<file path="config.mk">
export PLATFORM = sky130hd
export DESIGN_NAME = dpes_queue
export DESIGN_NICKNAME = d
export VERILOG_FILES = /design/src/hw/rtl/dpes_pkg.sv /design/src/hw/rtl/dpes_queue.sv
export SDC_FILE = /design/constraint.sdc
export NUM_CORES = 1
export LEC_CHECK = 0
export ABC_AREA = 1
export BUFFER_PORTS_ARGS = -buffer_cell sky130_fd_sc_hd__buf_4
export CORE_MARGIN = 2
export CORE_UTILIZATION = 45
export DETAILED_ROUTE_END_ITERATION = 6
export PLACE_DENSITY = 0.61
export REMOVE_ABC_BUFFERS = 1
export SYNTH_ARGS = -nofsm -noshare
export SYNTH_HDL_FRONTEND = slang
export SYNTH_SLANG_ARGS = --single-unit
</file>
<file path="constraint.sdc">
create_clock -name clock -period 2.8 [get_ports clock]
set_clock_uncertainty 0.15 [all_clocks]
set_input_delay 0.42 -clock clock [delete_from_list [all_inputs] [get_ports clock]]
set_output_delay 0.42 -clock clock [all_outputs]
set_load 0.02 [all_outputs]
</file>
<file path="src/hw/rtl/dpes_pkg.sv">
`timescale 1ns / 1ps
// shared types, constants and tables of the pair energy scorer
package dpes_pkg;

   localparam int EXP_TABLE_DEPTH = 256;
   localparam int EXP_IDX_W       = $clog2(EXP_TABLE_DEPTH + 1);
   localparam int EXP_P_W         = 20 + EXP_IDX_W;

   localparam int HB_LIMIT  = 180;
   localparam int HB_IDX_W  = $clog2(HB_LIMIT);

   localparam int QUEUE_DEPTH = 4;
   localparam int QADDR_W     = $clog2(QUEUE_DEPTH);
   localparam int QCNT_W      = $clog2(QUEUE_DEPTH + 1);

   localparam logic [5:0] ROOT_LAST = 6'd15;
   localparam logic [5:0] DIV_LAST  = 6'd63;

   // flag bit positions of a kind field
   localparam int KIND_ACCEPTOR    = 0;
   localparam int KIND_DONOR       = 1;
   localparam int KIND_HYDROPHOBIC = 2;

   // coefficient magnitudes, Q16.16; all terms negative but repulsion, the torsion weight positive
   localparam logic [15:0] COEF_GAUSS1      = 16'd2332;
   localparam logic [15:0] COEF_GAUSS2      = 16'd338;
   localparam logic [15:0] COEF_REPULSION   = 16'd55066;
   localparam logic [15:0] COEF_HYDROPHOBIC = 16'd2298;
   localparam logic [15:0] COEF_HBOND       = 16'd38498;
   localparam logic [11:0] COEF_NROT        = 12'd3831;

   localparam logic [31:0] FAR_LIMIT = 32'h0040_0000;
   localparam logic [16:0] ONE_Q16   = 17'h10000;

   typedef logic [16:0] exp_tab_type [0:EXP_TABLE_DEPTH];
   typedef logic [16:0] hb_tab_type [0:HB_LIMIT-1];

   typedef enum logic [3:0] {
      ST_IDLE, ST_ROOT, ST_SURF, ST_SQS, ST_SQT, ST_EXPA, ST_EXPB,
      ST_WEIGH, ST_SUM, ST_DIV, ST_SEND
   } back_state_type;

   typedef enum logic [2:0] {
      TERM_GAUSS1, TERM_GAUSS2, TERM_REPULSION, TERM_HYDROPHOBIC, TERM_HBOND
   } term_type;

   typedef struct packed {
      logic        far;
      logic [22:0] dist_sq;
      logic [11:0] radius_first;
      logic [11:0] radius_second;
      logic        hydrophobic;
      logic        hbond;
      logic [5:0]  torsion_count;
      logic        last_pair;
   } pair_word_type;

   // exp(-x) samples over [0,16], Q16.16
   function automatic exp_tab_type build_exp_tab();
      exp_tab_type tab;
      logic [63:0] h;
      logic [63:0] r;
      logic [63:0] term;
      logic [63:0] e;
      h    = (64'd16 << 32) / EXP_TABLE_DEPTH;
      r    = 64'd1 << 32;
      term = 64'd1 << 32;
      e    = 64'd1 << 32;
      for (int k = 1; k <= 24; k++) begin
         term = ((term * h) >> 32) / 64'(k);
         if ((k % 2) == 1) r = r - term;
         else r = r + term;
      end
      tab[0] = ONE_Q16;
      for (int k = 1; k <= EXP_TABLE_DEPTH; k++) begin
         e = (e * r + (64'd1 << 31)) >> 32;
         tab[k] = 17'((e + 64'd32768) >> 16);
      end
      return tab;
   endfunction

   // -s / 0.7 rounded, for s in (-180/256, 0]
   function automatic hb_tab_type build_hb_tab();
      hb_tab_type tab;
      for (int m = 0; m < HB_LIMIT; m++) begin
         tab[m] = 17'((m * 2560 + 3) / 7);
      end
      return tab;
   endfunction

   localparam exp_tab_type EXP_TAB = build_exp_tab();
   localparam hb_tab_type  HB_TAB  = build_hb_tab();

endpackage

</file>
<file path="src/hw/rtl/dpes_queue.sv">
`timescale 1ns / 1ps
// short queue of classified pairs between front and back
module dpes_queue (
   input  logic                         clock,
   input  logic                         reset,
   input  logic                         push,
   input  dpes_pkg::pair_word_type      push_word,
   input  logic                         pop,
   output logic                         empty,
   output dpes_pkg::pair_word_type      head,
   output logic [dpes_pkg::QCNT_W-1:0]  count
);

   dpes_pkg::pair_word_type mem_ff [0:dpes_pkg::QUEUE_DEPTH-1];
   logic [dpes_pkg::QADDR_W-1:0] wr_ff, rd_ff;
   logic [dpes_pkg::QCNT_W-1:0]  count_ff;
   logic do_pop;

   assign empty  = count_ff == '0;
   assign count  = count_ff;
   assign head   = mem_ff[rd_ff];
   assign do_pop = pop && !empty;

   always_ff @(posedge clock) begin
      if (reset) begin
         wr_ff    <= '0;
         rd_ff    <= '0;
         count_ff <= '0;
      end else begin
         if (push) wr_ff <= wr_ff + 1'b1;
         if (do_pop) rd_ff <= rd_ff + 1'b1;
         if (push && !do_pop) count_ff <= count_ff + 1'b1;
         else if (!push && do_pop) count_ff <= count_ff - 1'b1;
      end
      if (push) mem_ff[wr_ff] <= push_word;
   end

endmodule

</file>
**Yosys cells after proc, flatten, opt, wreduce, memory -nomap -nowiden**

Memories as Yosys holds them, arrays and structs flattened. A register that Yosys moved wholly into a read port is not among the register bits.
Index checks and enable logic that the tools add are counted.

- Add/sub/neg operators: 4
- Muxes and demuxes: 6
- Reductions and logical operators: 8

Operators with widths:

| kind | number |
|---|---|
| $mux W3 | 2 |
| $add A2 B1 Y2 const B | 2 |
| $mux W2 | 2 |
| $add A3 B1 Y3 const B | 1 |
| $logic_and A1 B1 Y1 | 3 |
| $logic_not A1 Y1 | 3 |
| $logic_not A3 Y1 | 1 |
| $sub A3 B1 Y3 const B | 1 |
| $mux W1 | 2 |
| $reduce_bool A2 Y1 | 1 |

- Register bits: 7
- Memory bits (writable): 228
- Bits of input ports: 61
- Output and inout port bits: 61
- Word-level logic and storage cells: 22
- Memories kept: 1

Memories:

| memory | depth | width | rd ports | clocked after Yosys merged registers in | wr ports | line | source |
|---|---|---|---|---|---|---|---|
| mem_ff | 4 | 57 | 1 | 1 | 1 | dpes_queue.sv:14 | `dpes_pkg::pair_word_type mem_ff [0:dpes_pkg::QUEUE_DEPTH-1];` |

**Longest topological paths before layout**

- Word-level depth: 6
- Mapped depth: 12
- Depth with buffers taken out: 12

**Worst setup path after synthesis**

No wires, ideal clock.

- Path type: reg-to-reg
- Start: register wr_ff[0] (netlist bit)
- End: memory mem_ff[2][0] (netlist bit) (enable)
- Library setup time: 0.411 ns
- Arrival time: 1.699 ns
- Required time: 2.239 ns
- Path slack: 0.540 ns
- Stages on the path, launching flop included: 5
- Buffers on the path: 0
- Clock period less this slack: 2.260 ns
- Cell sequence: dfxtp_1 -> inv_1 -> ha_1 -> nand2_1 -> inv_1

RTL lines:

| item | line | source |
|---|---|---|
| start, declared | dpes_queue.sv:15 | `logic [dpes_pkg::QADDR_W-1:0] wr_ff, rd_ff;` |
| start signal, assigned | dpes_queue.sv:30 | `if (push) wr_ff <= wr_ff + 1'b1;` |
| end, declared | dpes_queue.sv:14 |  |

Straight into the memory's write port.

==> out/metrics.cfg <==
[timing]
clock.fmax_mhz=381.5
rsz0062_at_grt=no
slew_headroom_pct=61.67
finalMaxSlewViolations=0
fin_ws_ns=0.1788
period_share_pct=93.61
setup_viol=0
hold_viol=0
fin_crit_ns=2.621
worstMarginPinSlew_ns=0.5741
hold_slack_ns=0.06894
finalSetupTns_ns=0

[clock_tree]
cts_setup_buffers=0
numCtsBuffers=24
cts.sink_count=237
path_clk_slew_ns=0.06
clock_path_buffers=3
clk_latency_ns=0.50
h-tree-depth=1
root_buffer=clkbuf_16
tritoncts=built

[floorplan]
io-pin-count=122
rows=51
die_area_um2=20880
die_x_um=144.5
core_um2=19400
die_y_um=144.5
start_util_pct=45.78

[layout]
register_area_um2=7032
syn_to_final_growth_pct=29.09
layout_common_cells=edfxtp_1, buf_4, nor2_1
multiInputGateArea_um2=1580
fillers=1542
nets=866
drive_above_1_share_pct=21.84
layout_commonest_cell=edfxtp_1

[power]
power_frac_clock_pct=31.8
switching_power_mw=2.888
swShare_pct=29.45
powerDensity_nw_per_um2=855.4
p_leak_nw=4.115
intPower_mw=6.918
vdd_drop_max_uv=617.7
pwr-share-comb_pct=25.8
sequentialPowerShare_pct=42.4

[setup_path]
r2r-end=count[2]$_SDFFE_PP0P_
worstSetupStartpointType=flip-flop
end_kind=output pin
reg2reg_from=count[1]$_SDFFE_PP0P_
rrSetupSlack_ns=0.82
critPathRequiredTime_ns=2.23
path_max_fanout=36
worstSetupPathType=flip-flop to output pin
cp.arrival_ns=2.05
reg2reg_depth=12

[routing]
wl_per_cell_um=17.60
drc=0
dr.pass1.iters=5
vias=5590
drt_iter0_drc=387
ant_nets=0
routed_wl_mm=19.02
via_per_inst=5.171

[global_routing]
grt_use_total_pct=18.20
grt-ovfl-total=0
grt_pass1_vias=5595
grt_antenna_before_repair=0
grt_pass1_wl_mm=29.39
grt_max_degree=115

[placement]
port_buffers=121
post-place-ws_ns=0.6455
dp_hpwl_mm=11.01
gp_congestion=0.7258

[yosys]
syn_inst=614
synth_cell_types=18
synthesis.area_um2=8881
yosysSeqAreaShare_pct=79.12
synth_area_per_cell_um2=14.46
yosysWarnings=0
synth_seq_cells=237

[min_path]
whs_path_depth=3
min_from=pop
min_path_type=primary input to flip-flop

[outcome]
outcome=finished clean

[flow_run]
cap_violations=0

[how the worst max path moves through the flow]
stage,startpoint,end,slack (ns),depth (start not counted)
2_1_floorplan,flip-flop,head[0],-1.36,3
3_3_place_gp,flip-flop,head[38],0.69,5
4_1_cts,flip-flop,head[38],0.09,5
6_report,flip-flop,head[52],0.18,5
3_5_place_dp,flip-flop,head[38],0.65,5
5_1_grt,flip-flop,head[53],0.09,5
[metrics by stage]
| step | power, mW | util [%] | area, um^2 | cells |
|---|---|---|---|---|
| 3_3_place_gp | 6.655 | 52.06 | 10100 | 980 |
| 5_1_grt | 10.28 | 59.09 | 11460 | 1080 |
| 6_report | 9.807 | 59.10 | 11460 | 1081 |
| 2_1_floorplan | 5.580 | - | 8671 | 578 |
| 4_1_cts | 9.925 | 59.08 | 11460 | 1080 |
| 3_5_place_dp | 6.722 | 52.06 | 10100 | 980 |
[final cells by class]
| cell class | count | share of cell area, % |
|---|---|---|
| inverter | 17 | 0.5784 |
| clock inverter | 14 | 1.255 |
| antenna | 1 | 0.02183 |
| sequential | 237 | 61.33 |
| tap | 265 | 2.892 |
| clock buffer | 28 | 5.555 |
| multi-input combinational | 324 | 13.78 |
| timing repair buffer | 195 | 14.58 |
[metal layers]
layer / vias to the layer above / share of wire (%) / GRT usage, % / wire [um]
li1: 2668 / - / - / -
met1: 2733 / 44 / 24.61 / 8376
met2: 169 / 48 / 30.91 / 9156
met3: 20 / 6.6 / 3.543 / 1251
met4: 0 / 1.3 / 3.883 / 241
met5: - / 0 / 0 / 0
[critical path, cell delays in order, from the launching register on]
cell     delay [ns]
dfxtp_2        0.46
inv_2          0.10
buf_4          0.38
o21ai_0        0.17
o22ai_1        0.23
buf_4          0.19
[sequential cells by signal, summed over array words and instances (netlist names), named ones only]
| signal | flops |
|---|---|
| wr_ff | 2 |
| mem_ff | 228 |
| rd_ff | 2 |
| count | 3 |
[cells in the mapped netlist (all sizes together)]
| master | count | area share (%) |
|---|---|---|
| edfxtp | 228 | 77 |
| nor2 | 120 | 5.1 |
| o21ai | 117 | 6.6 |
| o22ai | 57 | 4.0 |
| buf | 19 | 1.6 |
| clkbuf | 17 | 0.72 |
| inv | 17 | 0.72 |
| nand2 | 15 | 0.63 |
| dfxtp | 9 | 2.0 |
| a21oi | 5 | 0.28 |
| ha | 5 | 0.70 |
| nand3 | 3 | 0.17 |
| fa | 1 | 0.23 |
| xor2 | 1 | 0.099 |
[cells by family after synthesis]
logic type      share of synthesized area [%]
buf+inv                                 3.085
compound gates                          10.89
xor+xnor                              0.09864
fa+ha+maj                              0.9298
flops                                   79.12
simple gates                            5.875
[power by group through the flow]
stage | Combinational, mW | Sequential [mW] | Clock (mW)
5_1_grt | 2.77 | 4.17 | 3.34
3_3_place_gp | 2.43 | 4.23 | 0
3_5_place_dp | 2.49 | 4.23 | 0
6_report | 2.53 | 4.16 | 3.12
4_1_cts | 2.57 | 4.16 | 3.20
2_1_floorplan | 1.24 | 4.34 | 0
[timing repair]
| action | CTS | global route |
|---|---|---|
| resized for setup | 0 | 1 |
| hold buffers | 58 | 0 |
| setup endpoints to repair | 0 | 2 |
| hold endpoints to repair | 233 | 0 |
Power figures use the tool's default switching activity.
