==> config.mk <==
export PLATFORM = sky130hd
export DESIGN_NAME = dpes_front
export DESIGN_NICKNAME = d
export VERILOG_FILES = /design/src/hw/rtl/dpes_pkg.sv /design/src/hw/rtl/dpes_front.sv
export SDC_FILE = /design/constraint.sdc
export NUM_CORES = 2
export LEC_CHECK = 0
export BUFFER_PORTS_ARGS = -buffer_cell sky130_fd_sc_hd__buf_2
export CORE_MARGIN = 10
export CORE_UTILIZATION = 50
export CTS_CLUSTER_DIAMETER = 100
export DETAILED_ROUTE_END_ITERATION = 10
export GPL_ROUTABILITY_DRIVEN = 0
export HOLD_SLACK_MARGIN = 0.05
export PLACE_DENSITY = 0.67
export SYNTH_ARGS = -nofsm -noshare
export SYNTH_HDL_FRONTEND = slang
export SYNTH_SLANG_ARGS = --single-unit
==> constraint.sdc <==
create_clock -name clock -period 8.7 [get_ports clock]
set_input_delay 0 -clock clock [delete_from_list [all_inputs] [get_ports clock]]
set_output_delay 0 -clock clock [all_outputs]
set_load 0.02 [all_outputs]
==> src/hw/rtl/dpes_pkg.sv <==
`timescale 1ns / 1ps
// shared types, constants and tables of the pair energy scorer
package dpes_pkg;

   localparam int EXP_TABLE_DEPTH = 256;
   localparam int EXP_IDX_W       = $clog2(EXP_TABLE_DEPTH + 1);
   localparam int EXP_P_W         = 20 + EXP_IDX_W;

   localparam int HB_LIMIT  = 180;
   localparam int HB_IDX_W  = $clog2(HB_LIMIT);

   localparam int QUEUE_DEPTH = 4;
   localparam int QADDR_W     = $clog2(QUEUE_DEPTH);
   localparam int QCNT_W      = $clog2(QUEUE_DEPTH + 1);

   localparam logic [5:0] ROOT_LAST = 6'd15;
   localparam logic [5:0] DIV_LAST  = 6'd63;

   // flag bit positions of a kind field
   localparam int KIND_ACCEPTOR    = 0;
   localparam int KIND_DONOR       = 1;
   localparam int KIND_HYDROPHOBIC = 2;

   // coefficient magnitudes, Q16.16; all terms negative but repulsion, the torsion weight positive
   localparam logic [15:0] COEF_GAUSS1      = 16'd2332;
   localparam logic [15:0] COEF_GAUSS2      = 16'd338;
   localparam logic [15:0] COEF_REPULSION   = 16'd55066;
   localparam logic [15:0] COEF_HYDROPHOBIC = 16'd2298;
   localparam logic [15:0] COEF_HBOND       = 16'd38498;
   localparam logic [11:0] COEF_NROT        = 12'd3831;

   localparam logic [31:0] FAR_LIMIT = 32'h0040_0000;
   localparam logic [16:0] ONE_Q16   = 17'h10000;

   typedef logic [16:0] exp_tab_type [0:EXP_TABLE_DEPTH];
   typedef logic [16:0] hb_tab_type [0:HB_LIMIT-1];

   typedef enum logic [3:0] {
      ST_IDLE, ST_ROOT, ST_SURF, ST_SQS, ST_SQT, ST_EXPA, ST_EXPB,
      ST_WEIGH, ST_SUM, ST_DIV, ST_SEND
   } back_state_type;

   typedef enum logic [2:0] {
      TERM_GAUSS1, TERM_GAUSS2, TERM_REPULSION, TERM_HYDROPHOBIC, TERM_HBOND
   } term_type;

   typedef struct packed {
      logic        far;
      logic [22:0] dist_sq;
      logic [11:0] radius_first;
      logic [11:0] radius_second;
      logic        hydrophobic;
      logic        hbond;
      logic [5:0]  torsion_count;
      logic        last_pair;
   } pair_word_type;

   // exp(-x) samples over [0,16], Q16.16
   function automatic exp_tab_type build_exp_tab();
      exp_tab_type tab;
      logic [63:0] h;
      logic [63:0] r;
      logic [63:0] term;
      logic [63:0] e;
      h    = (64'd16 << 32) / EXP_TABLE_DEPTH;
      r    = 64'd1 << 32;
      term = 64'd1 << 32;
      e    = 64'd1 << 32;
      for (int k = 1; k <= 24; k++) begin
         term = ((term * h) >> 32) / 64'(k);
         if ((k % 2) == 1) r = r - term;
         else r = r + term;
      end
      tab[0] = ONE_Q16;
      for (int k = 1; k <= EXP_TABLE_DEPTH; k++) begin
         e = (e * r + (64'd1 << 31)) >> 32;
         tab[k] = 17'((e + 64'd32768) >> 16);
      end
      return tab;
   endfunction

   // -s / 0.7 rounded, for s in (-180/256, 0]
   function automatic hb_tab_type build_hb_tab();
      hb_tab_type tab;
      for (int m = 0; m < HB_LIMIT; m++) begin
         tab[m] = 17'((m * 2560 + 3) / 7);
      end
      return tab;
   endfunction

   localparam exp_tab_type EXP_TAB = build_exp_tab();
   localparam hb_tab_type  HB_TAB  = build_hb_tab();

endpackage

==> src/hw/rtl/dpes_front.sv <==
`timescale 1ns / 1ps
// front stage: squares the coordinate differences and classifies the pair
module dpes_front (
   input  logic                         clock,
   input  logic                         reset,
   input  logic                         push,
   output logic                         full,
   input  logic signed [15:0]           delta_x,
   input  logic signed [15:0]           delta_y,
   input  logic signed [15:0]           delta_z,
   input  logic [11:0]                  radius_first,
   input  logic [11:0]                  radius_second,
   input  logic [2:0]                   kind_first,
   input  logic [2:0]                   kind_second,
   input  logic [5:0]                   torsion_count,
   input  logic                         last_pair,
   input  logic [dpes_pkg::QCNT_W-1:0]  q_count,
   output logic                         q_push,
   output dpes_pkg::pair_word_type      q_word
);

   logic signed [31:0] prod_x, prod_y, prod_z;
   logic [30:0] sq_x_ff, sq_y_ff, sq_z_ff;
   logic [11:0] r1_ff, r2_ff;
   logic        hy_ff, hb_ff, last_ff;
   logic [5:0]  tc_ff;
   logic        valid_ff;
   logic        accept;
   logic        hy_in, hb_in;
   logic [31:0] dist_sq;
   logic [dpes_pkg::QCNT_W:0] credit;

   assign credit = {1'b0, q_count} + {{dpes_pkg::QCNT_W{1'b0}}, valid_ff};
   assign full   = credit >= (dpes_pkg::QCNT_W + 1)'(dpes_pkg::QUEUE_DEPTH);
   assign accept = push && !full;

   assign prod_x = delta_x * delta_x;
   assign prod_y = delta_y * delta_y;
   assign prod_z = delta_z * delta_z;

   assign hy_in = kind_first[dpes_pkg::KIND_HYDROPHOBIC]
                  && kind_second[dpes_pkg::KIND_HYDROPHOBIC];
   assign hb_in = (kind_first[dpes_pkg::KIND_ACCEPTOR] && kind_second[dpes_pkg::KIND_DONOR])
               || (kind_second[dpes_pkg::KIND_ACCEPTOR] && kind_first[dpes_pkg::KIND_DONOR]);

   always_ff @(posedge clock) begin
      if (reset) begin
         valid_ff <= 1'b0;
      end else begin
         valid_ff <= accept;
      end
      if (accept) begin
         sq_x_ff <= prod_x[30:0];
         sq_y_ff <= prod_y[30:0];
         sq_z_ff <= prod_z[30:0];
         r1_ff   <= radius_first;
         r2_ff   <= radius_second;
         hy_ff   <= hy_in;
         hb_ff   <= hb_in;
         tc_ff   <= torsion_count;
         last_ff <= last_pair;
      end
   end

   assign dist_sq = {1'b0, sq_x_ff} + {1'b0, sq_y_ff} + {1'b0, sq_z_ff};

   assign q_push = valid_ff;
   always_comb begin
      q_word.far           = dist_sq > dpes_pkg::FAR_LIMIT;
      q_word.dist_sq       = dist_sq[22:0];
      q_word.radius_first  = r1_ff;
      q_word.radius_second = r2_ff;
      q_word.hydrophobic   = hy_ff;
      q_word.hbond         = hb_ff;
      q_word.torsion_count = tc_ff;
      q_word.last_pair     = last_ff;
   end

endmodule

Yosys cells after proc, flatten, opt, wreduce, memory -nomap -nowiden
Index checks and enable logic that the tools add are counted.
Word-level totals
  input port bits: 91
  register bits after elaboration: 127
  output and inout port bits: 59
  logic and storage cells: 24
Operators by class
  multiply operators: 3
  reduce and logical (&&, ||, !) cells: 6
  add/sub/neg operators: 3
  order comparisons: 2
Operators by type and width (count)
  $mul 16x16->31: 3
  $add 31x31->32: 1
  $add 32x31->32: 1
  $gt 32x23->1 const B: 1
  $add 3x1->4: 1
  $ge 4x3->1 const B: 1
  $logic_and 1x1->1: 4
  $logic_not 1->1: 1
  $logic_or 1x1->1: 1

Longest topological paths before layout
  word-level depth: 4
  gate-level depth with buffers: 25
  mapped depth without buffers: 23

Worst setup path before layout
OpenSTA, ideal clock, no wires.
  path kind: input to register
  start point: input delta_z[15]
  end point: register sq_z_ff[30] (data pin)
  stages on the path: 22
  setup slack: 2.492 ns
  arrival: 6.001 ns
  path buffers: 2
  data required time: 8.493 ns
  setup time: 0.207 ns
  cells stage by stage: clkbuf_1 -> inv_1 -> clkbuf_1 -> nor2_1 -> fa_1 -> fa_1 -> fa_1 -> fa_1 -> fa_1 -> inv_1 -> fa_1 -> inv_1 -> ha_1 -> a21o_1 -> a21o_1 -> a2111oi_0 -> o21ai_0 -> a41oi_1 -> a211oi_1 -> o31ai_1 -> mux2i_1 -> a2111oi_0
On the way
  longest elaborated chain between the ends: 1
Ends and longest elaborated chain
  from (decl): line dpes_front.sv:10  | input logic signed [15:0] delta_z,
  $mul 16x16->31: line dpes_front.sv:39  | assign prod_z = delta_z * delta_z;
  via prod_z[30]: line dpes_front.sv:22  | logic signed [31:0] prod_x, prod_y, prod_z;
  to (signal assigned): line dpes_front.sv:55  | sq_z_ff <= prod_z[30:0];
  to (decl): line dpes_front.sv:23  | logic [30:0] sq_x_ff, sq_y_ff, sq_z_ff;
The timed path passes the listed nets, and every way through them passes these cells.
A chain may end at the register's enable or synchronous reset.

Worst setup path after layout
Ends and elaborated chain as after synthesis.

==> impl_metrics.py <==
metrics = {
    "timing": {
        "period_share_pct": 72.5,
        "max_slew.worst_pin.slew_ps": 1020,
        "max_slew_violation_total_from_the_final_report": 0,
        "rsz0062_at_grt": "no",
        "fmax_ghz": 0.159,
        "finalHoldViolations": 0,
        "final.setup.tns_ps": 0,
        "fin_crit_ps": 6310,
        "clock-skew-final_ps": 11.2,
        "worst_relative_slew_slack_pct": 31.1,
        "worst_slack_setup_final_ps": 2390,
        "finalSetupViolCount": 0,
    },
    "route": {
        "postRouteWirelength_um": 68100,
        "post_drt_via_cell_ratio": 5.03,
        "detail_route.wl_per_cell_um": 15.8,
        "drcViolationCount": 0,
        "num_vias": 21619,
        "ant_nets": 0,
        "detail_route.iter0.violations": 1170,
        "dr.pass1.iters": 5,
    },
    "cells_and_area": {
        "layout-area-overhead-vs-synth_pct": 7.50,
        "finalInstanceArea_sq_um": 34500,
        "post_route_cells_drive_above_1_share_pct": 5.93,
        "layout.area.seq_sq_um": 3710,
        "num-fill-cells": 5717,
        "final_net_count": 4539,
        "area_used_by_multi_input_combinational_logic_sq_um": 24400,
        "antenna_cells_inserted": 0,
        "finished_layout_cells": 4302,
    },
    "clock_tree": {
        "clock_path_buffers": 2,
        "ctsHtreeMaxLevel": 4,
        "tritoncts_clock_tree": "yes",
        "clkSlewWorstSetupHoldPaths_ps": 50,
        "worstSkewPairLatency_ps": 420,
        "post-cts-setup-buffers": 0,
        "numClockSinks": 124,
        "clock_tree.root_cell": "sky130_fd_sc_hd__clkbuf_16",
        "cts-buffers-inserted": 17,
    },
    "setup_path": {
        "crit-reg2reg-capture": "sq_x_ff[26]$_DFFE_PP_",
        "rr_startpoint": "q_push$_SDFF_PP0_",
        "dominant_cell_type_by_count_on_the_critical_path": "sky130_fd_sc_hd__fa_1",
        "timing.reg2reg.worst_path_depth": 3,
        "cp_max_fo": 17,
        "critical_path.cell_chain": "buf_2, inv_1, nor2_1, fa_1, fa_1, fa_1, fa_1, fa_1, inv_1, fa_1, inv_1, ha_1, a21o_1, a21o_1, a2111oi_0, o21ai_0, a41oi_1, a211oi_1, o31ai_1, mux2i_1, a2111oi_0",
        "critPathSlowestCell": "sky130_fd_sc_hd__fa_1",
        "setup.worst_path.end_class": "register",
        "worst-setup-path-type": "in2reg",
        "cp_data_required_time_ps": 8900,
        "critPathMaxStageDelay_ps": 710,
        "timing.critical_path.from_type": "input pin",
        "ff2ff_setup_slack_ps": 6180,
        "cp.arrival_ps": 6500,
    },
    "floorplan": {
        "core_area_sq_um": 63300,
        "start_util_pct": 50.7,
        "die_height_um": 273,
        "die-area_sq_um": 74800,
        "row_count": 92,
        "ios": 150,
        "dieWidth_um": 273,
    },
    "synthesis": {
        "synth.avg_cell_area_sq_um": 9.70,
        "mappedNetlistArea_sq_um": 32100,
        "ys_warns": 0,
        "ys_top_cells_by_area": "sky130_fd_sc_hd__fa_1 (45%), sky130_fd_sc_hd__inv_1 (12%), sky130_fd_sc_hd__edfxtp_1 (11%), sky130_fd_sc_hd__ha_1 (11%), sky130_fd_sc_hd__nand2_1 (3.0%)",
        "syn-instance-count": 3310,
        "synth_top_flop_cell": "sky130_fd_sc_hd__edfxtp_1",
        "synth_async_sr_flop_share_pct": 0,
        "synth-seq-area-share_pct": 11.6,
        "synth_cell_type_count": 67,
        "synth.ff_latch_count": 124,
        "number_of_synthesized_flops_with_an_enable_pin": 123,
        "post-synth-top-area-fraction_pct": 44.9,
        "synth.top_cells.by_count": "sky130_fd_sc_hd__inv_1 (985), sky130_fd_sc_hd__fa_1 (721), sky130_fd_sc_hd__ha_1 (282)",
        "synth.largest_area_cell": "sky130_fd_sc_hd__fa_1",
        "most_frequently_used_cell_type_in_the_post_synthesis_netlist": "sky130_fd_sc_hd__inv_1",
    },
    "grt": {
        "grt_pass1_wl_um": 117000,
        "grt_antenna_before_repair": 0,
        "via_count_of_the_first_global_routing_pass": 23742,
        "grt_use_total_pct": 19.3,
        "largest_net_degree_at_the_start_of_global_routing": 68,
        "grt_overflow": 0,
    },
    "job": {
        "drv_cap": 0,
    },
    "hold_path": {
        "timing.hold.worst.start": "delta_x[1]",
        "classification_of_the_worst_slack_hold_path": "in2reg",
        "hold_path_end": "sq_x_ff[2]$_DFFE_PP_",
        "whs_path_depth": 2,
    },
    "place": {
        "number_of_buffer_cells_added_on_primary_ports": 149,
        "detailed_place_hpwl_um": 58800,
        "postPlaceCellArea_sq_um": 33700,
        "dp_worst_setup_slack_ps": 2000,
        "place_inst": 4233,
    },
    "run_status": {
        "run_status": "complete, no violations",
    },
}
per-stage QoR:
step                hold WS, ps  utilization (%)
CTS                         223             54.5
detailed placement          162             53.2
global route                241             54.5
finish                      241             54.5
floorplan                  71.6                -
global placement            163             53.2
cell usage in the layout, fill, tap and decap left out, drive strengths merged, types with 12 or more instances in the layout:
cell type      n
o21a          12
nor3          35
inv          985
a31oi         12
nand2        257
xor2          30
clkbuf        19
nand2b        16
fa           721
xnor2        109
a211oi        25
ha           282
buf          150
a21oi         81
dlygate4sd3   39
a31o          13
nand3         27
a21o          40
nor2         159
and2         114
and3          12
edfxtp       123
o21ai         52
nor2b         16
worst max-delay path: cells and delay by family:
family	cells	cell delay, ps
compound gates	8	2000
fa+ha+maj	7	3500
simple gates	1	160
mux	1	130
buf+inv	4	710
kinds of logic after synthesis:
| group | Yosys count | share of synthesized area (%) |
|---|---|---|
| muxes | 6 | 0.203 |
| xor gates and xnor gates | 139 | 3.79 |
| and+or+nand+nor | 674 | 9.76 |
| other | 1 | 0.0117 |
| adders and majority gates | 1003 | 55.9 |
| buffers and inverters | 1062 | 12.4 |
| DFF | 124 | 11.6 |
| AOI/OAI and AO/OA | 301 | 6.31 |
registers in the layout (all words and copies together), names as in the netlist:
signal,flops
hb_ff,1
hy_ff,1
last_ff,1
q_push,1
r1_ff,12
r2_ff,12
sq_x_ff,30
sq_y_ff,30
sq_z_ff,30
tc_ff,6
cell type report:
| class | instances | area share [%] |
|---|---|---|
| clock inverters | 11 | 0.163 |
| clock buffers | 19 | 1.25 |
| multi-input cells | 2126 | 70.7 |
| inverters | 987 | 10.7 |
| flip-flops and latches | 124 | 10.8 |
| well taps | 846 | 3.07 |
| repair buffers | 189 | 3.31 |
how the worst max path moves through the flow:
| stage | startpoint | end | depth (start not counted) |
|---|---|---|---|
| after floorplan | delta_z[15] | sq_z_ff[30]$_DFFE_PP_ | 22 |
| after global placement | delta_z[15] | sq_z_ff[30]$_DFFE_PP_ | 21 |
| final | delta_z[15] | sq_z_ff[30]$_DFFE_PP_ | 21 |
| after global routing | delta_y[15] | sq_y_ff[30]$_DFFE_PP_ | 21 |
| after detailed placement | delta_z[15] | sq_z_ff[30]$_DFFE_PP_ | 21 |
| after CTS | delta_z[15] | sq_z_ff[30]$_DFFE_PP_ | 21 |
layer usage:
layer / share of wire [%] / routed length, um / track usage (%)
met2: 49 / 33200 / 32.8
met3: 5.1 / 3450 / 2.32
met4: 1.5 / 1010 / 3.47
met1: 45 / 30500 / 26.4
met5: 0 / 0 / 0
timing repair:
action | in CTS | in global routing
hold buffers | 39 | 0
hold endpoints to repair | 37 | 0
resized for setup | 0 | 0
Power is left out: the tool's default activity adds up to more than one toggle a clock period on the data nets, which glitch-free logic cannot reach.
